### src/rtl/tale_pkg.sv
// Shared types and constants of the telnet line editor
package tale_pkg;

  // Result event codes
  localparam logic [1:0] EV_NONE   = 2'd0;
  localparam logic [1:0] EV_APPEND = 2'd1;
  localparam logic [1:0] EV_ERASE  = 2'd2;
  localparam logic [1:0] EV_LINE   = 2'd3;

  // Byte values
  localparam logic [7:0] BYTE_BS    = 8'd8;
  localparam logic [7:0] BYTE_LF    = 8'd10;
  localparam logic [7:0] BYTE_CR    = 8'd13;
  localparam logic [7:0] BYTE_ESC   = 8'd27;
  localparam logic [7:0] BYTE_SPACE = 8'd32;
  localparam logic [7:0] BYTE_SLASH = 8'd47;
  localparam logic [7:0] BYTE_ZERO  = 8'd48;
  localparam logic [7:0] BYTE_QMARK = 8'd63;
  localparam logic [7:0] BYTE_AT    = 8'd64;
  localparam logic [7:0] BYTE_LBRK  = 8'h5b;
  localparam logic [7:0] BYTE_TILDE = 8'h7e;
  localparam logic [7:0] BYTE_DEL   = 8'h7f;
  localparam logic [7:0] BYTE_SE    = 8'd240;
  localparam logic [7:0] BYTE_SB    = 8'd250;
  localparam logic [7:0] BYTE_WILL  = 8'd251;
  localparam logic [7:0] BYTE_DONT  = 8'd254;
  localparam logic [7:0] BYTE_IAC   = 8'd255;
  localparam logic [6:0] CHAR_SPACE = 7'h20;
  localparam logic [6:0] CHAR_DASH  = 7'h2d;
  localparam logic [6:0] CHAR_TILDE = 7'h7e;

  // Command handed from the parser to the line buffer
  typedef enum logic [1:0] {
    CMD_NOP   = 2'd0,
    CMD_PUT   = 2'd1,
    CMD_ERASE = 2'd2,
    CMD_EOL   = 2'd3
  } cmd_kind_t;

  typedef struct packed {
    cmd_kind_t  kind;
    logic [6:0] ch;
  } cmd_t;

  // Queue status seen by both sides
  typedef struct packed {
    logic full;
    logic empty;
  } q_stat_t;

  // Line end just seen, for CRLF / LFCR pairing
  typedef enum logic [1:0] {
    END_NONE = 2'd0,
    END_CR   = 2'd1,
    END_LF   = 2'd2
  } line_end_t;

  // Parser modes
  typedef enum logic [9:0] {
    M_NORMAL    = 10'b00_0000_0001,
    M_ESC       = 10'b00_0000_0010,
    M_CSI_PARAM = 10'b00_0000_0100,
    M_CSI_INTER = 10'b00_0000_1000,
    M_ESC_INTER = 10'b00_0001_0000,
    M_IAC       = 10'b00_0010_0000,
    M_IAC_OPT   = 10'b00_0100_0000,
    M_SB_OPT    = 10'b00_1000_0000,
    M_SB_BODY   = 10'b01_0000_0000,
    M_SB_IAC    = 10'b10_0000_0000
  } parse_mode_t;

  // Line buffer sequencer states
  typedef enum logic [3:0] {
    B_IDLE = 4'b0001,
    B_RD   = 4'b0010,
    B_CHK  = 4'b0100,
    B_OUT  = 4'b1000
  } back_state_t;

  localparam int QUEUE_DEPTH = 2;

endpackage

### src/rtl/tale_ram.sv
// Generic single-port-write, single-port-read RAM with registered read data
module tale_ram #(
  parameter int WIDTH = 7,
  parameter int DEPTH = 256
) (
  input  logic                     clk,
  input  logic                     we,
  input  logic [$clog2(DEPTH)-1:0] waddr,
  input  logic [WIDTH-1:0]         wdata,
  input  logic                     re,
  input  logic [$clog2(DEPTH)-1:0] raddr,
  output logic [WIDTH-1:0]         rdata
);

  logic [WIDTH-1:0] mem [DEPTH];
  logic [WIDTH-1:0] rdata_r;

  always_ff @(posedge clk) begin
    if (we) begin
      mem[waddr] <= wdata;
    end
    if (re) begin
      rdata_r <= mem[raddr];
    end
  end

  assign rdata = rdata_r;

endmodule

### src/rtl/tale_fifo.sv
// Two-entry command queue between the parser and the line buffer
module tale_fifo
  import tale_pkg::*;
(
  input  logic    clk,
  input  logic    rst_n,
  input  logic    push,
  input  cmd_t    push_cmd,
  input  logic    pop,
  output cmd_t    head_cmd,
  output q_stat_t stat
);

  localparam int PW = $clog2(QUEUE_DEPTH);
  localparam int CW = $clog2(QUEUE_DEPTH + 1);

  cmd_t          slot_r [QUEUE_DEPTH];
  logic [PW-1:0] wp_r, wp_nxt;
  logic [PW-1:0] rp_r, rp_nxt;
  logic [CW-1:0] cnt_r, cnt_nxt;

  // Pointer and count update
  always_comb begin
    wp_nxt  = wp_r;
    rp_nxt  = rp_r;
    cnt_nxt = cnt_r;
    if (push) begin
      wp_nxt = (wp_r == PW'(QUEUE_DEPTH - 1)) ? '0 : wp_r + 1'b1;
    end
    if (pop) begin
      rp_nxt = (rp_r == PW'(QUEUE_DEPTH - 1)) ? '0 : rp_r + 1'b1;
    end
    if (push && !pop) begin
      cnt_nxt = cnt_r + 1'b1;
    end else if (pop && !push) begin
      cnt_nxt = cnt_r - 1'b1;
    end
  end

  always_ff @(posedge clk) begin
    if (!rst_n) begin
      wp_r  <= '0;
      rp_r  <= '0;
      cnt_r <= '0;
    end else begin
      wp_r  <= wp_nxt;
      rp_r  <= rp_nxt;
      cnt_r <= cnt_nxt;
    end
  end

  // Entry storage, no reset needed
  always_ff @(posedge clk) begin
    if (push) begin
      slot_r[wp_r] <= push_cmd;
    end
  end

  assign head_cmd   = slot_r[rp_r];
  assign stat.full  = (cnt_r == CW'(QUEUE_DEPTH));
  assign stat.empty = (cnt_r == '0);

endmodule

### src/rtl/tale_front.sv
// Byte parser: strips VT escapes and telnet commands, classifies the rest
module tale_front
  import tale_pkg::*;
(
  input  logic       clk,
  input  logic       rst_n,
  input  logic       in_tvalid,
  output logic       in_tready,
  input  logic [7:0] in_tdata,
  input  q_stat_t    q_stat,
  output logic       q_push,
  output cmd_t       q_cmd
);

  parse_mode_t mode_r, mode_nxt;
  line_end_t   end_r, end_nxt;

  parse_mode_t plain_mode;
  line_end_t   plain_end;
  cmd_t        plain_cmd;
  logic        again;
  logic [7:0]  b;
  parse_mode_t mode_fin;

  assign b         = in_tdata;
  assign in_tready = !q_stat.full;
  assign q_push    = in_tvalid && in_tready;

  // Ordinary byte handling
  always_comb begin
    plain_mode     = M_NORMAL;
    plain_end      = END_NONE;
    plain_cmd.kind = CMD_NOP;
    plain_cmd.ch   = '0;
    if (b == BYTE_ESC) begin
      plain_mode = M_ESC;
    end else if (b == BYTE_IAC) begin
      plain_mode = M_IAC;
    end else if (b == BYTE_CR || b == BYTE_LF) begin
      // second half of a CRLF or LFCR pair is swallowed
      if (!((end_r == END_CR && b == BYTE_LF) || (end_r == END_LF && b == BYTE_CR))) begin
        plain_cmd.kind = CMD_EOL;
        plain_end      = (b == BYTE_CR) ? END_CR : END_LF;
      end
    end else if (b == BYTE_BS || b == BYTE_DEL) begin
      plain_cmd.kind = CMD_ERASE;
    end else if (b >= BYTE_SPACE && b <= BYTE_TILDE) begin
      plain_cmd.kind = CMD_PUT;
      plain_cmd.ch   = (b == BYTE_TILDE) ? CHAR_DASH : b[6:0];
    end
  end

  // Sequence tracking
  always_comb begin
    mode_nxt = mode_r;
    again    = 1'b0;
    case (mode_r)
      M_NORMAL: begin
        again = 1'b1;
      end
      M_ESC: begin
        if (b == BYTE_LBRK) begin
          mode_nxt = M_CSI_PARAM;
        end else if (b >= BYTE_SPACE && b <= BYTE_SLASH) begin
          mode_nxt = M_ESC_INTER;
        end else begin
          mode_nxt = M_NORMAL;
          again    = !(b >= BYTE_ZERO && b <= BYTE_TILDE);
        end
      end
      M_ESC_INTER: begin
        if (!(b >= BYTE_SPACE && b <= BYTE_SLASH)) begin
          mode_nxt = M_NORMAL;
          again    = !(b >= BYTE_ZERO && b <= BYTE_TILDE);
        end
      end
      M_CSI_PARAM: begin
        if (b >= BYTE_SPACE && b <= BYTE_SLASH) begin
          mode_nxt = M_CSI_INTER;
        end else if (!(b >= BYTE_ZERO && b <= BYTE_QMARK)) begin
          mode_nxt = M_NORMAL;
          again    = !(b >= BYTE_AT && b <= BYTE_TILDE);
        end
      end
      M_CSI_INTER: begin
        if (!(b >= BYTE_SPACE && b <= BYTE_SLASH)) begin
          mode_nxt = M_NORMAL;
          again    = !(b >= BYTE_AT && b <= BYTE_TILDE);
        end
      end
      M_IAC: begin
        if (b == BYTE_SB) begin
          mode_nxt = M_SB_OPT;
        end else if (b >= BYTE_WILL && b <= BYTE_DONT) begin
          mode_nxt = M_IAC_OPT;
        end else begin
          mode_nxt = M_NORMAL;
          again    = (b < BYTE_SE);
        end
      end
      M_IAC_OPT: begin
        mode_nxt = M_NORMAL;
      end
      M_SB_OPT: begin
        mode_nxt = M_SB_BODY;
      end
      M_SB_BODY: begin
        if (b == BYTE_IAC) begin
          mode_nxt = M_SB_IAC;
        end
      end
      M_SB_IAC: begin
        mode_nxt = (b == BYTE_SE) ? M_NORMAL : M_SB_BODY;
      end
      default: begin
        mode_nxt = M_NORMAL;
        again    = 1'b1;
      end
    endcase
  end

  // Merge: a byte that falls out of a sequence is handled as plain input
  always_comb begin
    mode_fin = again ? plain_mode : mode_nxt;
  end

  always_comb begin
    if (again) begin
      end_nxt = plain_end;
      q_cmd   = plain_cmd;
    end else begin
      end_nxt = END_NONE;
      q_cmd   = '{kind: CMD_NOP, ch: '0};
    end
  end

  always_ff @(posedge clk) begin
    if (!rst_n) begin
      mode_r <= M_NORMAL;
      end_r  <= END_NONE;
    end else if (q_push) begin
      mode_r <= mode_fin;
      end_r  <= end_nxt;
    end
  end

endmodule

### src/rtl/tale_back.sv
// Line buffer: applies commands, trims trailing spaces, drives the result register
module tale_back
  import tale_pkg::*;
#(
  parameter int LINE_DEPTH = 256
) (
  input  logic        clk,
  input  logic        rst_n,
  input  q_stat_t     q_stat,
  input  cmd_t        q_cmd,
  output logic        q_pop,
  output logic        out_tvalid,
  input  logic        out_tready,
  output logic [15:0] out_tdata,
  output logic [1:0]  out_tuser
);

  localparam int LW = $clog2(LINE_DEPTH);
  localparam logic [LW-1:0] FILL_MAX = LW'(LINE_DEPTH - 1);

  back_state_t   state_r, state_nxt;
  logic [LW-1:0] fill_r, fill_nxt;
  logic [LW-1:0] trim_r, trim_nxt;

  logic          out_valid_r, out_valid_nxt;
  logic [1:0]    ev_r, ev_nxt;
  logic [6:0]    ch_r, ch_nxt;
  logic [7:0]    len_r, len_nxt;
  logic          ovf_r, ovf_nxt;

  logic          out_free;
  logic          load;
  logic [LW-1:0] ld_len;
  logic [LW+7:0] len_ext;

  logic          ram_we;
  logic          ram_re;
  logic [LW-1:0] ram_raddr;
  logic [6:0]    ram_rdata;

  assign out_free  = !out_valid_r || out_tready;
  assign ram_raddr = trim_r - 1'b1;
  assign len_ext   = {8'd0, ld_len};

  tale_ram #(
    .WIDTH (7),
    .DEPTH (LINE_DEPTH)
  ) u_ram (
    .clk   (clk),
    .we    (ram_we),
    .waddr (fill_r),
    .wdata (q_cmd.ch),
    .re    (ram_re),
    .raddr (ram_raddr),
    .rdata (ram_rdata)
  );

  // Command sequencer
  always_comb begin
    state_nxt = state_r;
    fill_nxt  = fill_r;
    trim_nxt  = trim_r;
    q_pop     = 1'b0;
    ram_we    = 1'b0;
    ram_re    = 1'b0;
    load      = 1'b0;
    ev_nxt    = EV_NONE;
    ch_nxt    = '0;
    ovf_nxt   = 1'b0;
    ld_len    = fill_r;
    case (state_r)
      B_IDLE: begin
        if (!q_stat.empty && out_free) begin
          q_pop = 1'b1;
          case (q_cmd.kind)
            CMD_PUT: begin
              load = 1'b1;
              if (fill_r < FILL_MAX) begin
                ram_we   = 1'b1;
                fill_nxt = fill_r + 1'b1;
                ld_len   = fill_r + 1'b1;
                ev_nxt   = EV_APPEND;
                ch_nxt   = q_cmd.ch;
              end else begin
                ovf_nxt = 1'b1;
              end
            end
            CMD_ERASE: begin
              load = 1'b1;
              if (fill_r != '0) begin
                fill_nxt = fill_r - 1'b1;
                ld_len   = fill_r - 1'b1;
                ev_nxt   = EV_ERASE;
              end
            end
            CMD_EOL: begin
              if (fill_r == '0) begin
                load   = 1'b1;
                ev_nxt = EV_LINE;
              end else begin
                trim_nxt  = fill_r;
                state_nxt = B_RD;
              end
            end
            default: begin
              load = 1'b1;
            end
          endcase
        end
      end
      B_RD: begin
        // fetch the last kept character
        ram_re    = 1'b1;
        state_nxt = B_CHK;
      end
      B_CHK: begin
        if (ram_rdata == CHAR_SPACE) begin
          trim_nxt  = trim_r - 1'b1;
          state_nxt = (trim_r == LW'(1)) ? B_OUT : B_RD;
        end else begin
          state_nxt = B_OUT;
        end
      end
      B_OUT: begin
        ld_len = trim_r;
        if (out_free) begin
          load      = 1'b1;
          ev_nxt    = EV_LINE;
          fill_nxt  = '0;
          state_nxt = B_IDLE;
        end
      end
      default: begin
        state_nxt = B_IDLE;
      end
    endcase
  end

  // Result register
  always_comb begin
    out_valid_nxt = out_valid_r;
    len_nxt       = len_ext[7:0];
    if (load) begin
      out_valid_nxt = 1'b1;
    end else if (out_tready) begin
      out_valid_nxt = 1'b0;
    end
  end

  always_ff @(posedge clk) begin
    if (!rst_n) begin
      state_r     <= B_IDLE;
      fill_r      <= '0;
      trim_r      <= '0;
      out_valid_r <= 1'b0;
    end else begin
      state_r     <= state_nxt;
      fill_r      <= fill_nxt;
      trim_r      <= trim_nxt;
      out_valid_r <= out_valid_nxt;
    end
  end

  always_ff @(posedge clk) begin
    if (load) begin
      ev_r  <= ev_nxt;
      ch_r  <= ch_nxt;
      len_r <= len_nxt;
      ovf_r <= ovf_nxt;
    end
  end

  assign out_tvalid = out_valid_r;
  assign out_tuser  = ev_r;
  assign out_tdata  = {ovf_r, len_r, ch_r};

endmodule

### src/rtl/telnet_ansi_line_editor.sv
// Top level of the telnet line editor
//
// Takes one received terminal byte per input transaction and returns exactly
// one result transaction per byte. A parser strips VT escapes and telnet IAC
// commands and classifies each byte; a two-entry queue hands the command to
// the line buffer, which holds up to LINE_DEPTH-1 characters in a RAM. A byte
// can be accepted every cycle while the queue has room; append, erase and
// ignored bytes are handled in the idle state. A line end walks back over
// the stored line one character at a time to trim trailing spaces, reading
// each character in B_RD and checking it in B_CHK, then hands the trimmed
// length out in B_OUT. No clearing pass is needed after reset.
module telnet_ansi_line_editor
  import tale_pkg::*;
#(
  parameter int LINE_DEPTH = 256
) (
  input  logic        clk,
  input  logic        rst_n,
  input  logic        in_tvalid,
  output logic        in_tready,
  input  logic [7:0]  in_tdata,   // [7:0] in_byte
  output logic        out_tvalid,
  input  logic        out_tready,
  output logic [15:0] out_tdata,  // [6:0] out_char, [14:7] line_length, [15] overflow
  output logic [1:0]  out_tuser   // [1:0] event_res
);

  q_stat_t q_stat;
  logic    q_push;
  logic    q_pop;
  cmd_t    push_cmd;
  cmd_t    head_cmd;

  tale_front u_front (
    .clk       (clk),
    .rst_n     (rst_n),
    .in_tvalid (in_tvalid),
    .in_tready (in_tready),
    .in_tdata  (in_tdata),
    .q_stat    (q_stat),
    .q_push    (q_push),
    .q_cmd     (push_cmd)
  );

  tale_fifo u_fifo (
    .clk      (clk),
    .rst_n    (rst_n),
    .push     (q_push),
    .push_cmd (push_cmd),
    .pop      (q_pop),
    .head_cmd (head_cmd),
    .stat     (q_stat)
  );

  tale_back #(
    .LINE_DEPTH (LINE_DEPTH)
  ) u_back (
    .clk        (clk),
    .rst_n      (rst_n),
    .q_stat     (q_stat),
    .q_cmd      (head_cmd),
    .q_pop      (q_pop),
    .out_tvalid (out_tvalid),
    .out_tready (out_tready),
    .out_tdata  (out_tdata),
    .out_tuser  (out_tuser)
  );

endmodule

### config.mk
export PLATFORM = sky130hd
export DESIGN_NAME = telnet_ansi_line_editor
export DESIGN_NICKNAME = d
export VERILOG_FILES = /design/src/rtl/tale_pkg.sv /design/src/rtl/tale_ram.sv /design/src/rtl/tale_fifo.sv /design/src/rtl/tale_front.sv /design/src/rtl/tale_back.sv /design/src/rtl/telnet_ansi_line_editor.sv
export SDC_FILE = /design/constraint.sdc
export NUM_CORES = 2
export LEC_CHECK = 0
export ABC_AREA = 1
export BUFFER_PORTS_ARGS = -buffer_cell sky130_fd_sc_hd__buf_2
export CAP_MARGIN = 40
export CORE_MARGIN = 2
export CORE_UTILIZATION = 45
export DETAILED_ROUTE_END_ITERATION = 12
export GPL_ROUTABILITY_DRIVEN = 0
export HOLD_SLACK_MARGIN = 0.15
export PLACE_DENSITY = 0.72
export SYNTH_ARGS = -nofsm -noshare
export SYNTH_HDL_FRONTEND = slang
export SYNTH_SLANG_ARGS = --single-unit
### constraint.sdc
create_clock -name clk -period 4.6 [get_ports clk]
set_input_delay 0.92 -clock clk [delete_from_list [all_inputs] [get_ports clk]]
set_output_delay 0.92 -clock clk [all_outputs]
set_load 0.1 [all_outputs]
==> impl_metrics.ini <==
[cells_and_area]
finalNetCount = 6698
final_cell_mix = 2049 x nand2_1, 1835 x edfxtp_1, 1771 x nand3_1, 300 x nor2_1, 183 x clkbuf_16
design_area_um2 = 85700
fillCellCount = 14500
syn_to_final_growth_pct = 10.7
drive_above_1_share_pct = 6.87
layout.cells.non_filler = 9139
final_common_cell = nand2_1

[timing]
period_share_pct = 84.0
finClkSkew_ns = 0.0267
rsz0062_at_grt = false
max_freq_mhz = 259
fin_setup_tns_ns = 0
slew_viol_final = 0
finalCriticalPeriod_ns = 3.86
hold_violations = 0
slew_headroom_pct = 20.8
worst_pin_slew_ns = 1.19
setup_viol = 0

[clock_tree]
cts.sinks = 1873
post-cts-setup-buffers = 0
clk_pin_slew_ns = 0.06
cts_resized = 0
ctsHoldBuffers = 0
cts-root-buf = clkbuf_16
insertion_delay_ns = 0.82
cts_tree = done
clk_path_buf_depth = 3
htree_num_levels = 4
cts_buffers = 178

[setup_path]
slowest_delay_ns = 0.55
cp.arrival_ns = 4.52
required_ns = 5.26
critical_path_class = flop to flop
critPathBufInv = 4
cp_top_family = simple AND/OR/NAND/NOR gates
path_cells = inv_8 -> ha_4 -> inv_1 -> nand2_1 -> nand2_8 -> inv_8 -> buf_4 -> nand3_1 -> nand3_1 -> nand3_1 -> nand2_1 -> nand2_1 -> nand3_1 -> nand3_1 -> nand2_1
reg2reg_from = u_back.trim_r[0]$_SDFFE_PN0P_
worst_setup_path_end_kind = flop
cp_slowest_cell = inv_8
start_kind = flop
cp_max_fo = 76
crit_start = u_back.trim_r[0]$_SDFFE_PN0P_
crit_top_cell = nand3_1

[floorplanning]
fp.dieH_um = 419
start_util_pct = 45.2
ios = 32
die_w_um = 419
placementRows = 152
core_um2 = 171000
die-area_um2 = 175000

[yosys]
async_flop_share_pct = 0
synthCells = 6777
synth_edf_count = 1835
synth.distinct_cells = 41
yosysSeqAreaShare_pct = 72.1
syn_area_per_cell_um2 = 11.4
ys_ff_latch = 1873
yosysWarnings = 0
synth_area_um2 = 77400
synth-main-ff-cell = edfxtp_1

[detailed_routing]
wl_um = 203000
viasPerCell = 5.76
ant_nets = 0
drc_errors = 0
num_vias = 52600
drt_iter0_drc = 7563
avgRoutedWirePerCell_um = 22.3
dr.pass1.iters = 8

[placement]
dpl-instance-area_um2 = 80100
io_buffers = 31
dpl.hpwl_um = 118000
dp_cells = 8804

[global_route]
grt_pass1_wl_um = 303000
grt_pass1_vias = 50000
grt_util_all_layers_pct = 22.8
antenna_found_initial = 7
grt_start_max_net_pins = 240
grt_overflow = 0

[power]
irDropWorstVdd_uv = 605
powerDensity_nw_per_um2 = 608
leakage_nw = 29.8

[job]
maxCapViolations = 0

[min_path]
min_from = u_front.end_r[1]$_SDFFE_PN0P_
worstHoldPathType = flop to flop

[run_status]
status = finished, final reports clean
-- where the power goes --
| part | internal, mW | switching, mW |
|---|---|---|
| registers | 20.9 | 0.182 |
| clock network | 7.95 | 6.29 |
| logic | 3.78 | 13.0 |
-- state kept, by name, indices dropped and copies added, names as in the netlist, named ones only --
name                cells
u_back.u_ram.mem     1792
u_fifo.slot_r          18
u_front.mode_r         10
u_back.fill_r           8
u_back.len_r            8
u_back.trim_r           8
u_back.ch_r             7
u_back.u_ram.rdata      7
u_back.state_r          4
u_back.out_tuser        2
u_fifo.cnt_r            2
u_front.end_r           2
u_back.out_tvalid       1
u_back.ovf_r            1
u_fifo.rp_r             1
u_fifo.wp_r             1
-- stage by stage --
step | setup WS, ns | utilization, % | hold WS [ns] | total power [mW]
2_1_floorplan | 0.276 | - | 0.445 | 31.7
3_3_place_gp | 0.833 | 46.6 | 0.454 | 37.6
3_5_place_dp | 0.933 | 46.8 | 0.465 | 37.8
4_1_cts | 0.899 | 50.0 | 0.460 | 51.9
5_1_grt | 0.636 | 50.0 | 0.498 | 53.9
6_report | 0.736 | 50.0 | 0.473 | 52.2
-- area by class of cell --
type	instances	area, um2	share of cell area (%)
inverter	118	528	0.616
antenna	3	7.51	0.00876
multi-input combinational	4358	19300	22.6
clock inverter	107	856	0.998
tap	2310	2890	3.37
clock buffer	225	4760	5.55
timing repair buffer	145	1480	1.73
sequential	1873	55900	65.2
-- worst paths after layout --
| kind | endpoint | slack (ns) | cells past startpoint |
|---|---|---|---|
| worst max-delay path | u_back.u_ram.rdata[0]$_DFFE_PP_ | 0.74 | 15 |
| worst min-delay path | u_front.end_r[1]$_SDFFE_PN0P_ | 0.47 | 2 |
| worst max register to register | u_back.u_ram.rdata[0]$_DFFE_PP_ | 0.74 | 15 |
| worst min register to register | u_front.end_r[1]$_SDFFE_PN0P_ | 0.47 | 2 |
-- per-layer routing --
layer  part of all wire [%]  routed length [um]  GRT usage, %  vias up
met5                  0.013                  26             0        -
met4                    4.5                9210          10.6        4
met3                     11               22000          4.75      521
met2                     46               93800          35.7     3133
met1                     39               78500          30.6    25300
li1                       -                   -             -    23700
-- synthesized netlist by cell type (4+ instances only) --
cell type / instances / area share, %
nand2_1: 2052 / 9.9
edfxtp_1: 1835 / 71
nand3_1: 1779 / 11
nor2_1: 300 / 1.5
clkbuf_1: 192 / 0.93
buf_2: 177 / 1.1
inv_1: 107 / 0.52
buf_1: 55 / 0.27
o21ai_0: 50 / 0.32
a21oi_1: 46 / 0.30
dfxtp_1: 38 / 0.98
nor2_2: 25 / 0.20
nor3_1: 22 / 0.14
ha_1: 12 / 0.19
nand4_1: 10 / 0.081
o221ai_1: 8 / 0.090
buf_6: 7 / 0.10
nand2_2: 7 / 0.057
inv_2: 6 / 0.029
nand2_4: 6 / 0.087
o211ai_1: 5 / 0.048
xor2_1: 5 / 0.057
nor2_8: 4 / 0.10
nor4_1: 4 / 0.032
-- worst reg2reg max path, cell delays in order, from the launching register on --
cell	delay (ns)
dfxtp_4	0.39
inv_8	0.32
ha_4	0.22
inv_1	0.04
nand2_1	0.15
nand2_8	0.27
inv_8	0.57
buf_4	0.41
nand3_1	0.16
nand3_1	0.13
nand3_1	0.16
nand2_1	0.12
nand2_1	0.06
nand3_1	0.26
nand3_1	0.30
nand2_1	0.16
-- cells by family after synthesis --
family	Yosys count	synth area share (%)
compound gates	115	0.822
xor+xnor	6	0.0679
fa+ha+maj	12	0.194
buf+inv	552	3.06
flops	1873	72.1
other cells	1	0.00484
simple gates	4218	23.7
No activity file was read; power rests on OpenSTA's default activity.
